===== config.mk =====
export PLATFORM = sky130hd
export DESIGN_NAME = heq_ctrl
export DESIGN_NICKNAME = d
export VERILOG_FILES = /design/src/rtl/core/heq_pkg.sv /design/src/rtl/core/heq_ctrl.sv
export SDC_FILE = /design/constraint.sdc
export NUM_CORES = 1
export LEC_CHECK = 0
export ABC_CLOCK_PERIOD_IN_PS = 1100
export BUFFER_PORTS_ARGS = -buffer_cell sky130_fd_sc_hd__buf_2
export CORE_UTILIZATION = 32
export CTS_CLUSTER_DIAMETER = 120
export DETAILED_ROUTE_END_ITERATION = 8
export SYNTH_ARGS = -nofsm -noshare
export SYNTH_HDL_FRONTEND = slang
export SYNTH_SLANG_ARGS = --single-unit

===== constraint.sdc =====
create_clock -name clk -period 1.1 [get_ports clk]
set_input_delay 0.165 -clock clk [delete_from_list [all_inputs] [get_ports clk]]
set_output_delay 0.165 -clock clk [all_outputs]
set_load 0.005 [all_outputs]

===== src/rtl/core/heq_pkg.sv =====
// heq_pkg: shared constants, action and address codes, controller/datapath structs
// for the histogram equalization unit. No dependencies.

package heq_pkg;

	// pixel and bin geometry
	localparam int PIX_W    = 8;
	localparam int ACT_W    = 2;
	localparam int NUM_BINS = 256;
	localparam int BIN_W    = 21;

	// frame limit; bins and the pixel total saturate here
	localparam logic [BIN_W-1:0] MAX_PIXELS = 21'd1048576;

	// divider geometry: numerator is cdf * 255, remainder one bit wider than divisor
	localparam int NUM_W  = BIN_W + 8;
	localparam int REM_W  = BIN_W + 1;
	localparam int STEP_W = 5;
	localparam logic [STEP_W-1:0] LAST_STEP = 5'(NUM_W - 1);

	localparam logic [PIX_W-1:0] OUT_MAX = 8'd255;

	// actions of an input beat
	localparam logic [ACT_W-1:0] ACT_CLEAR = 2'd0;
	localparam logic [ACT_W-1:0] ACT_COUNT = 2'd1;
	localparam logic [ACT_W-1:0] ACT_BUILD = 2'd2;
	localparam logic [ACT_W-1:0] ACT_MAP   = 2'd3;

	// bin memory address source
	localparam logic [1:0] ADDR_IN  = 2'd0;
	localparam logic [1:0] ADDR_PIX = 2'd1;
	localparam logic [1:0] ADDR_IDX = 2'd2;

	typedef struct packed {
		logic       rd_en;
		logic       wr_en;
		logic       wr_acc;
		logic [1:0] addr_sel;
		logic       pix_load;
		logic       clear;
		logic       total_inc;
		logic       acc_clr;
		logic       acc_load;
		logic       idx_clr;
		logic       idx_inc;
		logic       div_start;
		logic       out_load;
		logic       out_zero;
	} heq_cmd_t;

	typedef struct packed {
		logic total_full;
		logic total_zero;
		logic idx_last;
		logic div_busy;
		logic out_free;
	} heq_stat_t;

endpackage


===== src/rtl/core/heq_ctrl.sv =====
// heq_ctrl: controller state machine; decodes input beats and sequences the
// count, cumulative sweep and map operations of the datapath. Depends on heq_pkg.

module heq_ctrl (
	input  logic                        clk,
	input  logic                        arst_n,
	input  logic                        item_valid,
	input  logic [heq_pkg::ACT_W-1:0]   action,
	output logic                        item_stall,
	input  heq_pkg::heq_stat_t          stat,
	output heq_pkg::heq_cmd_t           cmd
);

	localparam logic [2:0] S_IDLE    = 3'd0;
	localparam logic [2:0] S_CNT_WR  = 3'd1;
	localparam logic [2:0] S_BLD_RD  = 3'd2;
	localparam logic [2:0] S_BLD_WR  = 3'd3;
	localparam logic [2:0] S_MAP_LD  = 3'd4;
	localparam logic [2:0] S_MAP_DIV = 3'd5;

	logic [2:0] state_q;
	logic [2:0] state_nxt;

	assign item_stall = state_q != S_IDLE;

	// next state and datapath commands
	always_comb begin
		cmd       = '0;
		state_nxt = state_q;
		case (state_q)
			S_IDLE: begin
				cmd.addr_sel = heq_pkg::ADDR_IN;
				if (item_valid) begin
					cmd.pix_load = 1'b1;
					case (action)
						heq_pkg::ACT_CLEAR: begin
							cmd.clear = 1'b1;
						end
						heq_pkg::ACT_COUNT: begin
							if (!stat.total_full) begin
								cmd.rd_en = 1'b1;
								state_nxt = S_CNT_WR;
							end
						end
						heq_pkg::ACT_BUILD: begin
							cmd.acc_clr = 1'b1;
							cmd.idx_clr = 1'b1;
							state_nxt   = S_BLD_RD;
						end
						heq_pkg::ACT_MAP: begin
							cmd.rd_en = 1'b1;
							state_nxt = S_MAP_LD;
						end
						default: begin
							state_nxt = S_IDLE;
						end
					endcase
				end
			end
			S_CNT_WR: begin
				cmd.addr_sel  = heq_pkg::ADDR_PIX;
				cmd.wr_en     = 1'b1;
				cmd.total_inc = 1'b1;
				state_nxt     = S_IDLE;
			end
			S_BLD_RD: begin
				cmd.addr_sel = heq_pkg::ADDR_IDX;
				cmd.rd_en    = 1'b1;
				state_nxt    = S_BLD_WR;
			end
			S_BLD_WR: begin
				cmd.addr_sel = heq_pkg::ADDR_IDX;
				cmd.wr_en    = 1'b1;
				cmd.wr_acc   = 1'b1;
				cmd.acc_load = 1'b1;
				cmd.idx_inc  = 1'b1;
				state_nxt    = stat.idx_last ? S_IDLE : S_BLD_RD;
			end
			S_MAP_LD: begin
				cmd.addr_sel = heq_pkg::ADDR_PIX;
				if (stat.total_zero) begin
					// empty histogram maps to zero
					if (stat.out_free) begin
						cmd.out_load = 1'b1;
						cmd.out_zero = 1'b1;
						state_nxt    = S_IDLE;
					end
				end else begin
					cmd.div_start = 1'b1;
					state_nxt     = S_MAP_DIV;
				end
			end
			S_MAP_DIV: begin
				cmd.addr_sel = heq_pkg::ADDR_PIX;
				if (!stat.div_busy && stat.out_free) begin
					cmd.out_load = 1'b1;
					state_nxt    = S_IDLE;
				end
			end
			default: begin
				state_nxt = S_IDLE;
			end
		endcase
	end

	always_ff @(posedge clk or negedge arst_n) begin
		if (!arst_n) begin
			state_q <= S_IDLE;
		end else begin
			state_q <= state_nxt;
		end
	end

`ifndef ASSERT_OFF
	a_load_free: assert property (@(posedge clk) disable iff (!arst_n)
		cmd.out_load |-> stat.out_free)
		else $error("result loaded over a waiting beat");
	a_div_nonzero: assert property (@(posedge clk) disable iff (!arst_n)
		cmd.div_start |-> !stat.total_zero)
		else $error("divide started with zero total");
	a_sweep_end: assert property (@(posedge clk) disable iff (!arst_n)
		(state_q == S_BLD_WR) && stat.idx_last |=> state_q == S_IDLE)
		else $error("cumulative sweep ran past last bin");
	a_count_seq: assert property (@(posedge clk) disable iff (!arst_n)
		(state_q == S_IDLE) && item_valid && (action == heq_pkg::ACT_COUNT)
		&& !stat.total_full |=> state_q == S_CNT_WR)
		else $error("count beat not followed by bin write");
`endif

endmodule


=== After elaboration in Yosys (flattened, before gate mapping) ===
Index checks and enable logic that the tools add are counted.

* Output and inout port bits: 16
* Bits of input ports: 10
* Register bits after elaboration: 3

* Multiplexer cells: 29
* Reduce and logical (&&, ||, !) cells: 9
* Eq/ne operators: 13

{| class="wikitable"
|+ Operators by type and width
! operator !! number
|-
| 3-bit 2-to-1 mux || 5
|-
| 3-bit one-hot mux with 5 select lines || 1
|-
| 1-bit 2-to-1 mux || 13
|-
| 2-bit 2-to-1 mux || 5
|-
| 3-bit one-hot mux with 3 select lines || 1
|-
| 3-bit by 2-bit equality test with 1-bit output, second input constant || 2
|-
| 3-bit equality test, second input constant || 2
|-
| 3-bit != test, second input constant || 2
|-
| 1-bit one-hot mux with 2 select lines || 3
|-
| 5-bit AND reduction || 1
|-
| 2-bit equality test, second input constant || 2
|-
| 2-bit != test, second input constant || 2
|-
| 4-bit by 1-bit != test with 1-bit output, second input constant || 1
|-
| 2-bit one-hot mux with 2 select lines || 1
|-
| 2-bit OR reduction || 2
|-
| 3-bit by 1-bit equality test with 1-bit output, second input constant || 1
|-
| 3-bit logical NOT || 1
|-
| 3-bit nonzero test || 1
|-
| 3-bit OR reduction || 1
|-
| 2-bit by 1-bit equality test with 1-bit output, second input constant || 1
|-
| 2-bit logical NOT || 1
|-
| 1-bit logical AND || 1
|-
| 1-bit logical NOT || 1
|}

=== Longest topological paths before layout ===
Gate-level depths: netlist (run 1).

* Depth in word-level cells: 4
* Mapped depth: 4

=== Worst setup path before layout (run 1) ===
OpenSTA, ideal clock, no wires.

* Path type: flip-flop to output port
* Start point: register state_q[1]
* End point: output port cmd[6] (netlist bit)
* Slack: -0.201 ns
* Arrival time: 1.136 ns
* Path buffers: 2
* Stages on the path, launching flop included: 5
* Path through: dfrtp_1 buf_6 nand2b_1 nor4_1 buf_4

{| class="wikitable"
|+ RTL lines
! item !! RTL line !! source
|-
| from (decl) || heq_ctrl.sv:21 || <nowiki>logic [2:0] state_q;</nowiki>
|-
| from (signal assigned) || heq_ctrl.sv:110 || <nowiki>state_q <= state_nxt;</nowiki>
|-
| to (decl) || heq_ctrl.sv:11 || <nowiki>output heq_pkg::heq_cmd_t cmd</nowiki>
|}

==> reports/results.md, run 1 <==
| Group | Item | Value |
|---|---|---|
| detailed routing | First-pass DRT Iterations | 4 |
| die | Initial standard-cell utilization of the core | 0.366 |
| detailed routing | Final ANT Viol Nets | 0 |
| finish | Nets@finish | 106 |
| pwr | Leakage power | 0.427 nW |
| yosys | Yosys top cell area share | 0.173 |
| grt | Gr usage total | 0.201 |
| sta | Worst clock skew | 0.00208 ns |
| yosys | Number of cells produced by synthesis | 51 |
| place | Worst setup slack after placement | -0.227 ns |
| finish | Final core occ | 0.686 |
| worst setup path | Count of buffering cells on the critical path with inverters included | 1 |
| cts | TritonCTS clock tree | done |
| yosys | Seq cells post-synth | 3 |
| worst setup path | Crit-path slowest cell | dfrtp_2 |
| yosys | Most frequently used cell type in the post-synthesis netlist | nand2b_1 |
| detailed routing | # DRC | 0 |
| cts | Buffer cell driving the clock tree root | clkbuf_4 |
| worst setup path | Cell type group with the largest total delay on the critical path | simple AND/OR/NAND/NOR gates |
| run status | Status | finished, violations left |
| grt | Wire length of the first global-routing pass | 2080 um |
| place | Routability congestion estimate from global placement | 0.792 |
| detailed routing | Total number of vias | 562 |
| yosys | Share of synthesized registers carrying an async set or reset | 1.00 |
| yosys | Netlist area before placement | 434 um^2 |
| finish | Regs by FF count | state_q x3 |
| yosys | Synth top cells by count | 6 x nand2b_1, 4 x and2b_2, 4 x nor3_1 |
| detailed routing | Starting DRT DRC Count | 10 |
| yosys | Post-synth EDFFs | 0 |
| worst setup path | Crit path max fanout | 8 |
| sta | Final clock period utilization by the worst path | 1.34 |
| die | I/O pins | 26 |
| cts | H-tree Lvls | 1 |
| finish | Antenna fix cells | 0 |
| place | Final HPWL from detailed placement | 962 um |
| yosys | Leading register cell type out of synthesis | dfrtp_1 |
| grt | Number of global-route vias before repair | 503 |
| worst setup path | Required time of the worst setup path | 0.94 ns |
| run status | Failing checks | negative setup slack |
| finish | Layout Area Growth over Synthesis | 87.3% |
| yosys | Mean post-synth cell area | 8.51 um^2 |
| worst setup path | Chain of cells forming the critical path | or3_4 > nor3_2 > buf_2 |
| worst setup path | Element type at the critical path end | primary output |
| grt | Global route total overflow | 0 |
| cts | Clock latency reported for the late side of the worst-skew pair | 0.23 ns |
| sta | Tmin final | 1.48 ns |
| sta | Number of slew-limit violations in the final report | 0 |
| min path | HP Class | input port to flop |
| die | Area enclosed by the die boundary | 0.00151 mm^2 |
| yosys | Yosys synthesis warning count | 0 |
| yosys | Sequential element share of the synthesized area | 0.173 |
| flow run | Number of max-capacitance violations reported | 0 |
| sta | Final count of negative-setup-slack endpoints | 19 |
| finish | Max reg flops | 3 |
| sta | Hold Fails Final Rpt | 0 |
| cts | TritonCTS buffer count | 3 |
| sta | Worst rel slew slack | 0.816 |
| detailed routing | Ratio of routed vias to standard cells | 5.16 |
| place | Port Buffers | 25 |
| cts | Clock sinks | 3 |
| sta | Actual slew at the worst max-slew pin | 0.272 ns |
| grt | Antenna violations before repair | 0 |
| finish | Register ranked first by flip-flop count | state_q |
| pwr | Largest voltage drop on the vdd net | 0.00111 V |
| die | Core area | 0.00119 mm^2 |
| sta | Slack of the critical path | -0.376 ns |
| cts | Maximum clock insertion buffer count | 2 |
| cts | Clk slew on worst S/H paths | 0.04 ns |
| sta | Max frequency | 0.678 GHz |
| worst setup path | Reg-to-reg slack, setup | -0.31 ns |
| worst setup path | Class of the most critical setup path | flop to primary output |
| yosys | Cell variety after synth | 28 |
| die | # rows | 12 |
| detailed routing | Routed length per instance | 12.7 um |
| pwr | Pwr per Cell Area | 2210 mW/mm^2 |
| worst setup path | Startpoint class of the critical path | flop |
| yosys | Syn Nets | 61 |
| die | Die extent in y | 38.8 um |
| worst setup path | Arrival time of data at the critical path endpoint | 1.31 ns |
| sta | RSZ-0062 raised after global routing | yes |
| die | Horizontal die dimension | 38.8 um |
| detailed routing | Final wirelength | 1390 um |
| place | Post-place instance area | 641 um^2 |
| yosys | Most area-hungry cell type in the Yosys netlist | dfrtp_1 |
| worst setup path | Slowest cell delay on critical path | 0.44 ns |
| finish | Final standard cell area without fillers | 813 um^2 |
| yosys | Biggest area contributors in the synthesized netlist | dfrtp_1 17%, nand2b_1 8.6%, and2b_2 8.1%, buf_6 7.8%, buf_4 5.2% |
| grt | Largest net degree at the start of global routing | 11 |
| finish | Layout cells sized above 1 | 0.737 |
[what timing repair did]
action / in CTS / in global routing
hold buffers: 1 / 0
hold endpoints to repair: 3 / 0
resized for setup: 16 / 6
endpoints found under the setup margin: 19 / 19
buffers inserted: 5 / 1
pin swaps: 2 / 1
[cell type report]
type	count	area, um^2
fill	104	373
timing repair buffer	46	322
sequential	3	76.3
inverter	2	7.51
multi-input combinational	40	364
tap	14	17.5
clock buffer	4	26.3
[final timing paths]
check	from	endpoint	cells past startpoint
max	state_q[2]	cmd[8]	3
min	stat[1]	state_q[0]	4
max reg2reg	state_q[2]	state_q[2]	4
min reg2reg	state_q[2]	state_q[2]	2
max in group asynchronous	arst_n	state_q[2]	2
min in group asynchronous	arst_n	state_q[0]	2
[logic make-up after synthesis]
kind of cell | synth area share
and+or+nand+nor | 0.493
buffers and inverters | 0.147
AOI/OAI and AO/OA | 0.187
DFF | 0.173
[placed cells by master, fill, tap and decap left out, types with 2 or more instances in the layout]
master,synthesis,final
nor2_4,0,2
and2b_2,4,4
dfrtp_1,3,2
buf_6,3,9
clkbuf_4,0,3
inv_1,2,2
buf_4,3,12
buf_2,0,24
nand2_1,2,2
nand2b_1,6,5
nor3_2,1,3
[metrics by stage]
step	std cells	setup TNS, ns	hold WS (ns)	total power, mW
global placement	98	-1.97	-0.0385	1.20
detailed placement	98	-2.38	-0.0370	1.21
floorplan	51	-0.710	-0.131	0.821
global route	109	-6.58	0.313	1.93
finish	109	-5.64	0.298	1.80
CTS	108	-5.45	0.256	1.70
[power breakdown]
| part | internal [mW] | switching [mW] |
|---|---|---|
| combinational | 0.816 | 0.583 |
| clock | 0.136 | 0.0584 |
| sequential | 0.153 | 0.0505 |
[worst register-to-register path, cell delays in order, from the launching register on]
cell and delay (ns):
dfrtp_2 0.44, or3_4 0.36, buf_4 0.15, nor3_4 0.23, o32ai_2 0.10
[layer usage]
layer  vias to the layer above  global-route usage  share of wire
met2                        22               0.379           0.53
li1                        270                   -              -
met3                         0              0.0347          0.050
met1                       270               0.239           0.42
met5                         -                   0              0
met4                         0              0.0259              0
Power figures use the tool's default switching activity.
==> inputs of run 2 (changes only) <==
--- a/config.mk
+++ b/config.mk
@@ -10,6 +10,7 @@
 export CORE_UTILIZATION = 32
 export CTS_CLUSTER_DIAMETER = 120
 export DETAILED_ROUTE_END_ITERATION = 8
+export SKIP_CTS_REPAIR_TIMING = 1
 export SYNTH_ARGS = -nofsm -noshare
 export SYNTH_HDL_FRONTEND = slang
 export SYNTH_SLANG_ARGS = --single-unit
==> run 2 against run 1 <==
- the run still ends with negative setup slack left
- clock skew grew 0.0041 ns
- sequential share of layout area rose by 0.12 points
- hold slack lost 0.025 ns
- critical path depth unchanged
- largest cell class unchanged
- highest routed layer unchanged
==> reports/results.md, run 2 (synthesized netlist as in run 1, its figures left out) <==
| Group | Item | Value | vs previous |
|---|---|---|---|
| sta | Number of slew-limit violations in the final report | 0 | unchanged |
| worst setup path | Count of buffering cells on the critical path with inverters included | 1 | unchanged |
| finish | Commonest non-fill, non-tap cell in the layout | buf_2 |  |
| worst setup path | Required time of the worst setup path | 0.94 ns | about the same |
| place | Number of cells after detailed placement | 98 | unchanged |
| worst setup path | Slowest cell delay on critical path | 0.41 ns | -0.03 ns |
| die | I/O pins | 26 | unchanged |
| sta | Final count of negative-setup-slack endpoints | 19 | unchanged |
| worst setup path | Reg-to-reg slack, setup | -0.31 ns | about the same |
| worst setup path | Startpoint class of the critical path | flop |  |
| worst setup path | Chain of cells forming the critical path | or3_4 > nor3_2 > buf_2 |  |
| finish | Register ranked first by flip-flop count | state_q |  |
| finish | Nets@finish | 106 | unchanged |
| sta | Worst rel slew slack | 0.811 | -0.00544 |
| run status | Failing checks | negative setup slack |  |
| cts | TritonCTS buffer count | 3 | unchanged |
| cts | Clock latency reported for the late side of the worst-skew pair | 0.23 ns | about the same |
| die | Initial standard-cell utilization of the core | 0.366 | unchanged |
| flow run | Number of max-capacitance violations reported | 0 | unchanged |
| place | Worst setup slack after placement | -0.227 ns | unchanged |
| detailed routing | Total number of vias | 551 | -2.0% |
| detailed routing | Routed length per instance | 12.6 um | -1.1% |
| pwr | Leakage power | 0.425 nW | -0.59% |
| finish | Layout Area Growth over Synthesis | 85.0% |  |
| sta | RSZ-0062 raised after global routing | yes |  |
| worst setup path | Arrival time of data at the critical path endpoint | 1.32 ns | about the same |
| grt | Global route total overflow | 0 | unchanged |
| worst setup path | Crit path max fanout | 3 | -5 |
| sta | Worst clock skew | 0.00619 ns | +0.00411 ns |
| worst setup path | Cell type group with the largest total delay on the critical path | simple AND/OR/NAND/NOR gates |  |
| cts | TritonCTS clock tree | done |  |
| pwr | Pwr per Cell Area | 2200 mW/mm^2 | -0.26% |
| grt | Gr usage total | 0.165 | -0.0360 |
| finish | Max reg flops | 3 | unchanged |
| cts | Buffer cell driving the clock tree root | clkbuf_4 |  |
| finish | Antenna fix cells | 0 | unchanged |
| cts | Clk slew on worst S/H paths | 0.04 ns | about the same |
| sta | Tmin final | 1.48 ns | +0.00818 ns |
| worst setup path | R2R Path Start | state_q[2] |  |
| worst setup path | Instance count on the critical path | 3 | unchanged |
| grt | Number of global-route vias before repair | 432 | -14% |
| die | Die extent in y | 38.8 um | unchanged |
| grt | Antenna violations before repair | 0 | unchanged |
| cts | H-tree Lvls | 1 | unchanged |
| finish | Regs by FF count | state_q x3 |  |
| die | # rows | 12 | unchanged |
| detailed routing | Starting DRT DRC Count | 2 | -8 |
| detailed routing | Ratio of routed vias to standard cells | 5.06 | -2.0% |
| cts | Clock sinks | 3 | unchanged |
| finish | Layout cells sized above 1 | 0.705 | -0.0316 |
| pwr | Largest voltage drop on the vdd net | 0.00102 V | -8.0% |
| place | Routability congestion estimate from global placement | 0.792 | unchanged |
| detailed routing | # DRC | 0 | unchanged |
| detailed routing | Final ANT Viol Nets | 0 | unchanged |
| sta | Setup TNS after final layout | -5.80 ns | -0.167 ns |
| worst setup path | Startpoint of the worst setup timing path | state_q[0] |  |
| worst setup path | Class of the most critical setup path | flop to primary output |  |
| finish | Most frequent cells in the layout | 22 x buf_2, 12 x buf_4, 11 x buf_6 |  |
| worst setup path | Endpoint of the worst setup timing path | cmd[8] |  |
| sta | Final clock period utilization by the worst path | 1.35 | +0.00744 |
| finish | Non-filler cells, final | 109 | unchanged |
| worst setup path | Crit-path slowest cell | dfrtp_1 |  |
| min path | HP Class | input port to async pin |  |
| die | Horizontal die dimension | 38.8 um | unchanged |
| die | Area enclosed by the die boundary | 0.00151 mm^2 | unchanged |
| detailed routing | Final wirelength | 1370 um | -1.1% |
| cts | Maximum clock insertion buffer count | 2 | unchanged |
| sta | Max frequency | 0.674 GHz | -0.55% |
| sta | Actual slew at the worst max-slew pin | 0.284 ns | +0.0117 ns |
| die | Core area | 0.00119 mm^2 | unchanged |
| worst setup path | Element type at the critical path end | primary output |  |
| worst setup path | R2r endpoint | state_q[2] |  |
| detailed routing | First-pass DRT Iterations | 4 | unchanged |
| place | Final HPWL from detailed placement | 962 um | unchanged |
| grt | Largest net degree at the start of global routing | 11 | unchanged |
| sta | Hold Fails Final Rpt | 0 | unchanged |
| grt | Wire length of the first global-routing pass | 1720 um | -17% |
| place | Port Buffers | 25 | unchanged |
| sta | Slack of the critical path | -0.384 ns | -0.00818 ns |
| worst setup path | R2R depth | 4 | unchanged |
| run status | Status | finished, violations left |  |
[run 2: changes by cell type in the layout (fill, tap and decap cells not counted)]
cell	before	now
nor2_4	2	0
a21oi_2	1	0
buf_2	24	22
nor2_2	1	2
nor3_1	1	2
nor2_1	0	1
and4_4	1	0
buf_6	9	11
nor3_2	3	2
a21oi_1	1	2
and4_2	0	1
[run 2: worst min path at each step]
| stage | start | endpoint | slack, ns | cells after the start |
|---|---|---|---|---|
| 3_3_place_gp | arst_n | state_q[1] | -0.04 | 1 |
| 2_1_floorplan | arst_n | state_q[0] | -0.13 | 0 |
| 5_1_grt | arst_n | state_q[1] | 0.28 | 2 |
| 3_5_place_dp | arst_n | state_q[1] | -0.04 | 1 |
| 4_1_cts | arst_n | state_q[1] | -0.28 | 1 |
| 6_report | arst_n | state_q[1] | 0.27 | 2 |
[run 2: cell type report]
| cell class | instances | area (um^2) |
|---|---|---|
| Fill cell | 102 | 383 |
| Multi-Input combinational cell | 40 | 342 |
| Timing Repair Buffer | 46 | 334 |
| Sequential cell | 3 | 76.3 |
| Clock buffer | 4 | 26.3 |
| Tap cell | 14 | 17.5 |
| Inverter | 2 | 7.51 |
[run 2: through the flow]
step                hold slack [ns]  power (mW)  instance area (um^2)  utilization
floorplan                    -0.131       0.821                   457            -
global placement            -0.0385        1.20                   641        0.540
detailed placement          -0.0370        1.21                   641        0.540
CTS                          -0.284        1.41                   667        0.562
global route                  0.281        1.90                   803        0.677
finish                        0.273        1.77                   803        0.677
[run 2: report_power, final]
part,internal [mW],switching [mW]
logic,0.824,0.549
clock network,0.136,0.0581
registers,0.153,0.0501
total,1.11,0.657
[run 2: layer usage]
metal	track usage	wire (um)	up-vias
met5	0	0	-
met2	0.325	751	15
met1	0.179	577	267
li1	-	-	269
met3	0.0347	42	0
met4	0.0259	0	0
==> inputs of run 3 (changes only) <==
--- a/config.mk
+++ b/config.mk
@@ -10,6 +10,7 @@
 export CORE_UTILIZATION = 32
 export CTS_CLUSTER_DIAMETER = 120
 export DETAILED_ROUTE_END_ITERATION = 8
+export REMOVE_ABC_BUFFERS = 1
 export SKIP_CTS_REPAIR_TIMING = 1
 export SYNTH_ARGS = -nofsm -noshare
 export SYNTH_HDL_FRONTEND = slang
==> run 3 against run 2 <==
- design area increased by 0.78%
- worst setup slack improved by 0.0044 ns
- the flow still finishes with violations (negative setup slack)
- hold slack got worse by 0.0028 ns
- largest cell class unchanged
- sequential share of layout area increased by 0.24 points
- clock power about the same
==> reports/results.md, run 3 (synthesized netlist as in run 1, its figures left out) <==
| Group | Item | Value | vs previous |
|---|---|---|---|
| run status | Status | finished, violations left |  |
| run status | Failing checks | negative setup slack |  |
| worst setup path | Element type at the critical path end | primary output |  |
| detailed routing | Final wirelength | 1370 um | -0.44% |
| finish | Antenna fix cells | 0 | unchanged |
| cts | TritonCTS clock tree | done |  |
| grt | Antenna violations before repair | 0 | unchanged |
| detailed routing | Final ANT Viol Nets | 0 | unchanged |
| finish | # fillers | 100 | -2.0% |
| finish | Final standard cell area without fillers | 810 um^2 | +0.78% |
| pwr | Pwr per Cell Area | 2190 mW/mm^2 | -0.71% |
| cts | Clk slew on worst S/H paths | 0.04 ns | about the same |
| min path | HP Class | input port to async pin |  |
| detailed routing | Starting DRT DRC Count | 2 | unchanged |
| sta | Tmin final | 1.48 ns | -0.00443 ns |
| place | Port Buffers | 25 | unchanged |
| die | Core area | 0.00119 mm^2 | unchanged |
| grt | Number of global-route vias before repair | 405 | -6.3% |
| sta | Hold Fails Final Rpt | 0 | unchanged |
| grt | Wire length of the first global-routing pass | 1680 um | -2.0% |
| finish | Commonest non-fill, non-tap cell in the layout | buf_2 |  |
| sta | Number of slew-limit violations in the final report | 0 | unchanged |
| sta | Max frequency | 0.676 GHz | +0.30% |
| grt | Largest net degree at the start of global routing | 10 | -1 |
| cts | Clock sinks | 3 | unchanged |
| grt | Global route total overflow | 0 | unchanged |
| worst setup path | Startpoint class of the critical path | flop |  |
| worst setup path | Crit path max fanout | 5 | +2 |
| die | Initial standard-cell utilization of the core | 0.366 | unchanged |
| detailed routing | Total number of vias | 529 | -4.0% |
| detailed routing | # DRC | 0 | unchanged |
| pwr | Largest voltage drop on the vdd net | 0.00110 V | +7.4% |
| pwr | Leakage power | 0.417 nW | -1.7% |
| flow run | Number of max-capacitance violations reported | 0 | unchanged |
| die | Area enclosed by the die boundary | 0.00151 mm^2 | unchanged |
| cts | TritonCTS buffer count | 3 | unchanged |
| cts | Buffer cell driving the clock tree root | clkbuf_4 |  |
| worst setup path | R2R Path Start | state_q[2] |  |
| sta | Final clock period utilization by the worst path | 1.35 | -0.00403 |
| sta | Slack of the critical path | -0.380 ns | +0.00443 ns |
| detailed routing | First-pass DRT Iterations | 4 | unchanged |
| die | I/O pins | 26 | unchanged |
| worst setup path | R2R depth | 4 | unchanged |
| finish | Max reg flops | 3 | unchanged |
| worst setup path | Reg-to-reg slack, setup | -0.30 ns | about the same |
| finish | Register ranked first by flip-flop count | state_q |  |
| finish | Layout Area Growth over Synthesis | 86.5% |  |
| grt | Gr usage total | 0.168 | +0.00259 |
| finish | Layout cells sized above 1 | 0.742 | +0.0367 |
| cts | Maximum clock insertion buffer count | 2 | unchanged |
| detailed routing | Routed length per instance | 12.8 um | +1.4% |
| worst setup path | Required time of the worst setup path | 0.94 ns | about the same |
| worst setup path | Class of the most critical setup path | flop to primary output |  |
| die | Die extent in y | 38.8 um | unchanged |
| sta | RSZ-0062 raised after global routing | yes |  |
| die | Horizontal die dimension | 38.8 um | unchanged |
| finish | Nets@finish | 104 | -1.9% |
| place | Final HPWL from detailed placement | 895 um | -7.0% |
| cts | Clock latency reported for the late side of the worst-skew pair | 0.23 ns | about the same |
| place | Post-place instance area | 603 um^2 | -5.9% |
| worst setup path | Arrival time of data at the critical path endpoint | 1.31 ns | about the same |
| place | Routability congestion estimate from global placement | 0.796 | +0.47% |
| finish | Most frequent cells in the layout | 20 x buf_2, 13 x buf_4, 10 x buf_6 |  |
| worst setup path | R2r endpoint | state_q[0] |  |
| die | # rows | 12 | unchanged |
| sta | Worst rel slew slack | 0.834 | +0.0232 |
| sta | Final count of negative-setup-slack endpoints | 19 | unchanged |
| sta | Actual slew at the worst max-slew pin | 0.246 ns | -0.0375 ns |
| cts | H-tree Lvls | 1 | unchanged |
| finish | Regs by FF count | state_q x3 |  |
| finish | Non-filler cells, final | 107 | -1.8% |
| sta | Worst clock skew | 0.00394 ns | -0.00225 ns |
| detailed routing | Ratio of routed vias to standard cells | 4.94 | -2.2% |
| place | Number of cells after detailed placement | 95 | -3.1% |
[run 3: cell count changes in the layout (fill, tap and decap cells not counted), sizes merged]
cell,previous run,this run
buf,45,43
[run 3: critical path, cell delays in order (launching register included)]
cell and delay, ns:
dfrtp_2 0.43, buf_6 0.13, buf_6 0.11, nor4_4 0.25, buf_2 0.15
[run 3: metal layers]
layer  vias up  global-route usage  part of all wire
li1        265                   -                 -
met1       248               0.214              0.45
met2        16               0.254              0.52
met3         0              0.0520             0.028
met4         0              0.0776                 0
met5         -                   0                 0
[run 3: report_power, final]
| part | internal [mW] | leakage (nW) | switching [mW] | total [mW] |
|---|---|---|---|---|
| clock | 0.136 | 0.0150 | 0.0594 | 0.196 |
| combinational | 0.790 | 0.366 | 0.565 | 1.36 |
| sequential | 0.157 | 0.0359 | 0.0634 | 0.221 |
| total | 1.08 | 0.417 | 0.688 | 1.77 |
[run 3: final cells by class]
class | count | area, um^2 | area share
Clock buffer | 4 | 26.3 | 0.0325
Inverter | 2 | 7.51 | 0.00927
Multi-Input combinational cell | 40 | 359 | 0.444
Sequential cell | 3 | 78.8 | 0.0974
Tap cell | 14 | 17.5 | 0.0216
Timing Repair Buffer | 44 | 320 | 0.396
[run 3: worst max-delay path by stage]
stage / startpoint / end / slack (ns) / cells past startpoint
after floorplan: state_q[0] / state_q[2] / -0.27 / 3
after global placement: state_q[1] / state_q[0] / -0.31 / 4
after detailed placement: state_q[1] / state_q[0] / -0.25 / 4
after CTS: state_q[2] / cmd[8] / -0.47 / 3
after global routing: state_q[2] / cmd[8] / -0.43 / 3
final: state_q[2] / cmd[4] / -0.38 / 4
[run 3: metrics by stage]
step	setup TNS (ns)	hold WS, ns	util	power (mW)	setup WS, ns
detailed placement	-2.31	-0.0350	0.508	1.13	-0.254
global placement	-2.27	-0.0343	0.508	1.14	-0.310
CTS	-6.37	-0.291	0.531	1.35	-0.467
floorplan	-1.08	-0.131	-	0.681	-0.274
finish	-5.58	0.270	0.682	1.77	-0.380
global route	-6.39	0.286	0.682	1.90	-0.433
